### config.mk
export PLATFORM = sky130hd
export DESIGN_NAME = vip_fifo
export DESIGN_NICKNAME = d
export VERILOG_FILES = /design/src/hdl/vip_pkg.sv /design/src/hdl/vip_fifo.sv
export SDC_FILE = /design/constraint.sdc
export NUM_CORES = 1
export LEC_CHECK = 0
export ABC_AREA = 1
export BUFFER_PORTS_ARGS = -buffer_cell sky130_fd_sc_hd__buf_4
export CAP_MARGIN = 20
export CORE_AREA = 2 2 268 191
export DETAILED_ROUTE_END_ITERATION = 7
export DIE_AREA = 0 0 270 193
export GPL_TIMING_DRIVEN = 0
export PLACE_DENSITY = 0.53
export SLEW_MARGIN = 0
export SYNTH_ARGS = -nofsm -noshare
export SYNTH_HDL_FRONTEND = slang
export SYNTH_SLANG_ARGS = --single-unit
export TNS_END_PERCENT = 10
### constraint.sdc
create_clock -name clk -period 7.7 [get_ports clk]
set_input_delay 1.54 -clock clk [delete_from_list [all_inputs] [get_ports clk]]
set_output_delay 1.54 -clock clk [all_outputs]
set_load 0.1 [all_outputs]
### src/hdl/vip_pkg.sv
// Shared types, constants and helpers for the vegetation index pixel engine
package vip_pkg;

  localparam int FRAC_BITS = 16;
  localparam int ND_W      = 38;
  localparam int AD_W      = ND_W - 1;
  localparam int Q_W       = 32;
  localparam int REM_W     = AD_W + Q_W + 1;
  localparam int DIV_STAGES = Q_W;
  localparam int FIFO_DEPTH = 4;
  localparam int FIFO_AW    = $clog2(FIFO_DEPTH);

  localparam longint ONE_L    = longint'(1) << FRAC_BITS;
  localparam longint C016_L   = ((longint'(16) << FRAC_BITS) + 50) / 100;
  localparam longint KELVIN_L = ((longint'(27315) << FRAC_BITS) + 50) / 100;

  localparam logic signed [ND_W-1:0] ONE_Q    = ND_W'(ONE_L);
  localparam logic signed [ND_W-1:0] TWO_Q    = ND_W'(2 * ONE_L);
  localparam logic signed [ND_W-1:0] C016_Q   = ND_W'(C016_L);
  localparam logic signed [ND_W-1:0] KELVIN_Q = ND_W'(KELVIN_L);

  localparam logic [1:0] REG_FORMULA = 2'd0;
  localparam logic [1:0] REG_PRESENT = 2'd1;
  localparam logic [1:0] REG_NODATA  = 2'd2;

  typedef enum logic [4:0] {
    F_NDVI    = 5'd0,
    F_VARI    = 5'd1,
    F_EXG     = 5'd2,
    F_GLI     = 5'd3,
    F_NDWI    = 5'd4,
    F_GNDVI   = 5'd5,
    F_SAVI    = 5'd6,
    F_EVI     = 5'd7,
    F_NDRE    = 5'd8,
    F_NDYI    = 5'd9,
    F_MPRI    = 5'd10,
    F_OSAVI   = 5'd11,
    F_GRVI    = 5'd12,
    F_ENDVI   = 5'd13,
    F_ARVI    = 5'd14,
    F_CELSIUS = 5'd15,
    F_KELVIN  = 5'd16
  } formula_t;

  typedef struct packed {
    logic [4:0]         formula;
    logic [4:0]         present;
    logic signed [31:0] nodata;
  } cfg_t;

  typedef struct packed {
    logic                   is_div;
    logic signed [ND_W-1:0] num;
    logic signed [ND_W-1:0] den;
    logic signed [31:0]     dval;
    logic                   last;
  } item_t;

  function automatic logic signed [31:0] sat32(input logic signed [ND_W-1:0] v);
    logic signed [31:0] r;
    if ((&v[ND_W-1:31]) || !(|v[ND_W-1:31])) begin
      r = v[31:0];
    end else if (v[ND_W-1]) begin
      r = 32'sh8000_0000;
    end else begin
      r = 32'sh7fff_ffff;
    end
    return r;
  endfunction

endpackage

### src/hdl/vip_fifo.sv
// Short request queue between front end and divider
module vip_fifo import vip_pkg::*; (
  input  logic  clk,
  input  logic  rst,
  input  logic  in_valid,
  output logic  in_ready,
  input  item_t in_item,
  output logic  out_valid,
  input  logic  out_ready,
  output item_t out_item
);

  item_t              mem [FIFO_DEPTH];
  logic [FIFO_AW-1:0] wr_ptr;
  logic [FIFO_AW-1:0] rd_ptr;
  logic [FIFO_AW:0]   count;
  logic               push, pop;

  assign in_ready  = count != (FIFO_AW+1)'(FIFO_DEPTH);
  assign out_valid = count != '0;
  assign out_item  = mem[rd_ptr];
  assign push      = in_valid && in_ready;
  assign pop       = out_valid && out_ready;

  always_ff @(posedge clk) begin
    if (rst) begin
      wr_ptr <= '0;
      rd_ptr <= '0;
      count  <= '0;
    end else begin
      if (push) wr_ptr <= wr_ptr + 1'b1;
      if (pop) rd_ptr <= rd_ptr + 1'b1;
      if (push && !pop) count <= count + 1'b1;
      else if (pop && !push) count <= count - 1'b1;
    end
    if (push) begin
      mem[wr_ptr] <= in_item;
    end
  end

endmodule

# Yosys cells after proc, flatten, opt, wreduce, memory -nomap -nowiden
# Memory sizes are Yosys's and may differ from the RTL's. A register that Yosys moved wholly into a read port is not among the register bits.
# Index checks and enable logic that the tools add are counted.
# W data, S select, Z words.
[totals]
out_inout_bits = 112
mem_bits_rw = 440
in_bits = 114
ff_bits = 7
n_memories = 1
[mem_list]
columns = ["name", "words", "width", "rd", "rd_ports_with_merged_regs", "wr", "line_no", "text"]
rows = [
  ["mem", 4, 110, 1, 1, 1, "vip_fifo.sv:13", "item_t mem [FIFO_DEPTH];"],
]
[op_classes]
mux = 6
eq_ne = 1
reduce_logical = 8
n_addsub = 4
[op_table]
columns = ["op", "n"]
rows = [
  ["$mux W3", 2],
  ["$add A2 B1 Y2 const B", 2],
  ["$logic_and A1 B1 Y1", 4],
  ["$mux W2", 2],
  ["$add A3 B1 Y3 const B", 1],
  ["$ne A3 B3 Y1 const B", 1],
  ["$reduce_bool A3 Y1", 1],
  ["$sub A3 B1 Y3 const B", 1],
  ["$logic_not A1 Y1", 2],
  ["$mux W1", 2],
  ["$reduce_bool A2 Y1", 1],
]

# Logic depth before layout (Yosys ltp)
[logic_depth]
ltp_word = 6
mapped_depth = 13
ltp_nobuf = 13

# Least setup slack after synthesis
# OpenSTA, ideal clock, no wires.
[synth_path]
kind = "input -> register"
start = "input port in_valid"
end = "memory mem[0][0] (netlist bit), enable pin"
required_time_ns = 7.119
t_arrival_ns = 6.295
n_path_buf = 0
stages = 2
setup_slack_ns = 0.824
cell_sequence = "nand2_1 nor2_1"
[synth_via]
elab_chain_len = 3
[synth_rtl]
columns = ["element", "line_no", "text"]
rows = [
  ["from (decl)", "vip_fifo.sv:5", "input logic in_valid,"],
  ["$logic_and A1 B1 Y1", "vip_fifo.sv:22", "assign push = in_valid && in_ready;"],
  ["$mux W1", "vip_fifo.sv:36", "if (push) begin"],
  ["$mux W1 (implied by the code)", "vip_fifo.sv:37", "mem[wr_ptr] <= in_item;"],
  ["to (decl)", "vip_fifo.sv:13", ""],
]
# No other way between the ends.

==> flow_metrics.tcl <==
set metrics [dict create \
    status "complete, no violations" \
    min_from "rd_ptr[0]" \
    die_area_um2 52100 \
    die_height_um 193 \
    worstPathMaxFanout 11 \
    synth_warnings 0 \
    leakage_nw 7.56 \
    dr.pass1.iters 5 \
    setup_viol 0 \
    synth_common_cells "440 x edfxtp_1, 214 x nor2_1, 131 x o21ai_0, 90 x o21ai_1, 90 x o22ai_1" \
    antenna_found_initial 3 \
    grt_first_pass_wirelength_um 63400 \
    yosys.area.top_type_share_pct 77.1 \
    area_delta_synth_final_pct 26.3 \
    synth_area_leaders "edfxtp_1 77%, nor2_1 4.7%, o21ai_0 3.8%" \
    required_ns 6.16 \
    cp-start-kind "register" \
    r2r_cells 7 \
    powerDensity_nw_per_um2 433 \
    wl_um 43000 \
    ys_async_sr_fraction_pct 0 \
    postRouteAntennaNets 0 \
    ys.flop_type "edfxtp_1" \
    grt_overflow_total 0 \
    r2r_start "count[0]" \
    hold_ws_ns 0.504 \
    io_buffer_count 225 \
    seq_area_frac_synth_pct 78.1 \
    wl_per_cell_um 20.2 \
    slew_viol_final 0 \
    fin_util_pct 43.5 \
    synth.avg_cell_area_um2 15.1 \
    fin_nets 1543 \
    die_w_um 270 \
    rsz0062_at_grt "no" \
    h-tree-depth 2 \
    fin_skew_ns 0.0276 \
    finalPower_mw 9.38 \
    core_um2 49800 \
    yosysTopAreaCell "edfxtp_1" \
    start_util_pct 34.4 \
    synth_enable_flop_cells 440 \
    postCtsHoldBufs 0 \
    timing.slew.headroom_pct 55.1 \
    cts_resized 0 \
    seqPwrFrac_pct 32.3 \
    dpl.hpwl_um 26800 \
    internal_power_mw 5.19 \
    cts_setup_buffers 0 \
    synth-seq-cells 449 \
    report.final.hold_viol_count 0 \
    io_pins 226 \
    vias 10148 \
    power_switching_mw 4.19 \
    critical_path_class "register to output pin" \
    max_freq_mhz 241 \
    grt_pass1_vias 10189 \
    place_inst 2050 \
    synthesis.nets 1252 \
    reg2reg_slack_ns 5.11 \
    cp-end-kind "output pin" \
    cts_tree "built" \
    fin_crit_ns 4.16 \
    globalplace.congestion 0.723 \
    dr.first_iter.drc_count 773 \
    avgViaCountPerCell 4.76 \
    min_path_type "register to register" \
    ir_drop_mv 0.409 \
    r2r_end "mem[2][86]" \
    cp.arrival_ns 2.62 \
    syn-instance-count 1132 \
    netSwitchingFraction_pct 44.7 \
    synth_area_um2 17100 \
    drc_errors 0 \
    tightest_slew_ns 0.672 \
    whs_endpoint "rd_ptr[0]" \
    synth_cell_types 23 \
    drv_cap 0 \
    clockRootBuffer "clkbuf_16" \
    clkPwrFrac_pct 24.2 \
    drive_gt1_share_pct 28.0 \
    grt_usage_pct 16.2 \
    numCtsBuffers 45 \
    pwr-share-comb_pct 43.5 \
    post-route-period-util_pct 54.0 \
    grt_max_degree 30 \
    clk_latency_ns 0.56 \
    rows 69 \
    clk_pin_slew_ns 0.06 \
    min_path_cells 2 \
    finalNonFillerCells 2133 \
    cts.sinks 449 \
    yosys.cell_count.top_type "edfxtp_1" \
    clockBufferDepth 3 \
]
-- cells by family (layout without fill, tap and decap cells) --
group                      Yosys count  count (layout)  synth area share (%)
buffers and inverters               88             412                  3.56
and+or+nand+nor                    254             254                  6.49
other                                0               3                     0
AOI/OAI and AO/OA                  334             334                  11.3
xor gates and xnor gates             1               1                0.0511
adders and majority gates            6               6                 0.482
DFF                                449             449                  78.1
-- flip-flops by register name, indices dropped and copies added (netlist names), named ones only --
| signal | flops |
|---|---|
| count | 3 |
| wr_ptr | 2 |
| rd_ptr | 2 |
| mem | 440 |
-- power by group through the flow --
stage	Clock (mW)	Sequential, mW	Combinational, mW
after global placement	0	3.17	4.04
after detailed placement	0	3.08	4.13
final	2.27	3.03	4.08
after floorplan	0	3.11	3.06
after CTS	2.34	3.03	4.13
after global routing	2.42	3.05	4.29
-- placed cells by master, fill, tap and decap left out, types with 2 or more instances in the layout --
cell | synthesis | final
a21oi_1 | 3 | 3
buf_12 | 4 | 18
buf_16 | 0 | 5
buf_2 | 20 | 20
buf_4 | 9 | 234
buf_6 | 20 | 20
bufinv_16 | 0 | 8
clkbuf_1 | 19 | 29
clkbuf_16 | 0 | 46
clkinv_1 | 0 | 5
clkinv_2 | 0 | 7
dfxtp_1 | 9 | 9
diode_2 | 0 | 3
edfxtp_1 | 440 | 440
ha_1 | 5 | 5
inv_1 | 14 | 14
inv_6 | 1 | 2
nand2_1 | 15 | 15
nand3_1 | 4 | 4
nor2_1 | 214 | 210
nor2_4 | 20 | 24
o21ai_0 | 131 | 131
o21ai_1 | 90 | 90
o22ai_1 | 90 | 90
o22ai_2 | 20 | 20
-- worst max-delay path: stages (launching register included) --
cell	delay (ns)
dfxtp_1	0.32
inv_2	0.05
buf_2	0.39
clkbuf_1	0.46
o21ai_1	0.13
o22ai_1	0.34
buf_4	0.37
-- through the flow --
stage,setup TNS [ns],worst slack (ns),area (um2)
after floorplan,0,0.824,17100
after detailed placement,0,4.12,20100
final,0,3.54,21700
after CTS,0,3.54,21600
after global placement,-1510.82,-3.76,19700
after global routing,0,3.38,21600
-- routing by layer --
| layer | share of wire (%) | track usage (%) | wire [um] | vias to the layer above |
|---|---|---|---|---|
| li1 | - | - | - | 4861 |
| met1 | 45 | 22.1 | 19200 | 4965 |
| met2 | 47 | 25.9 | 20000 | 259 |
| met3 | 6.9 | 4.43 | 2970 | 59 |
| met4 | 1.8 | 4.21 | 790 | 4 |
| met5 | 0.060 | 0 | 26 | - |
-- worst max-delay path by stage --
stage,start,end,slack (ns)
after global routing,register,out_item[9],3.38
final,register,out_item[9],3.54
after CTS,register,out_item[28],3.54
after detailed placement,in_valid,mem[2][65],4.12
after floorplan,in_valid,mem[0][0],0.82
after global placement,in_valid,mem[0][59],-3.76
-- layout make-up --
class	count	area, um2
Fill cell	4611	28200
Sequential cell	449	13400
Multi-Input combinational cell	595	3170
Timing Repair Buffer	244	2110
Clock buffer	56	1190
Tap cell	674	843
Buffer	72	544
Clock inverter	24	335
Inverter	16	65.1
Antenna cell	3	7.51
(Power assumes the default switching activity.)
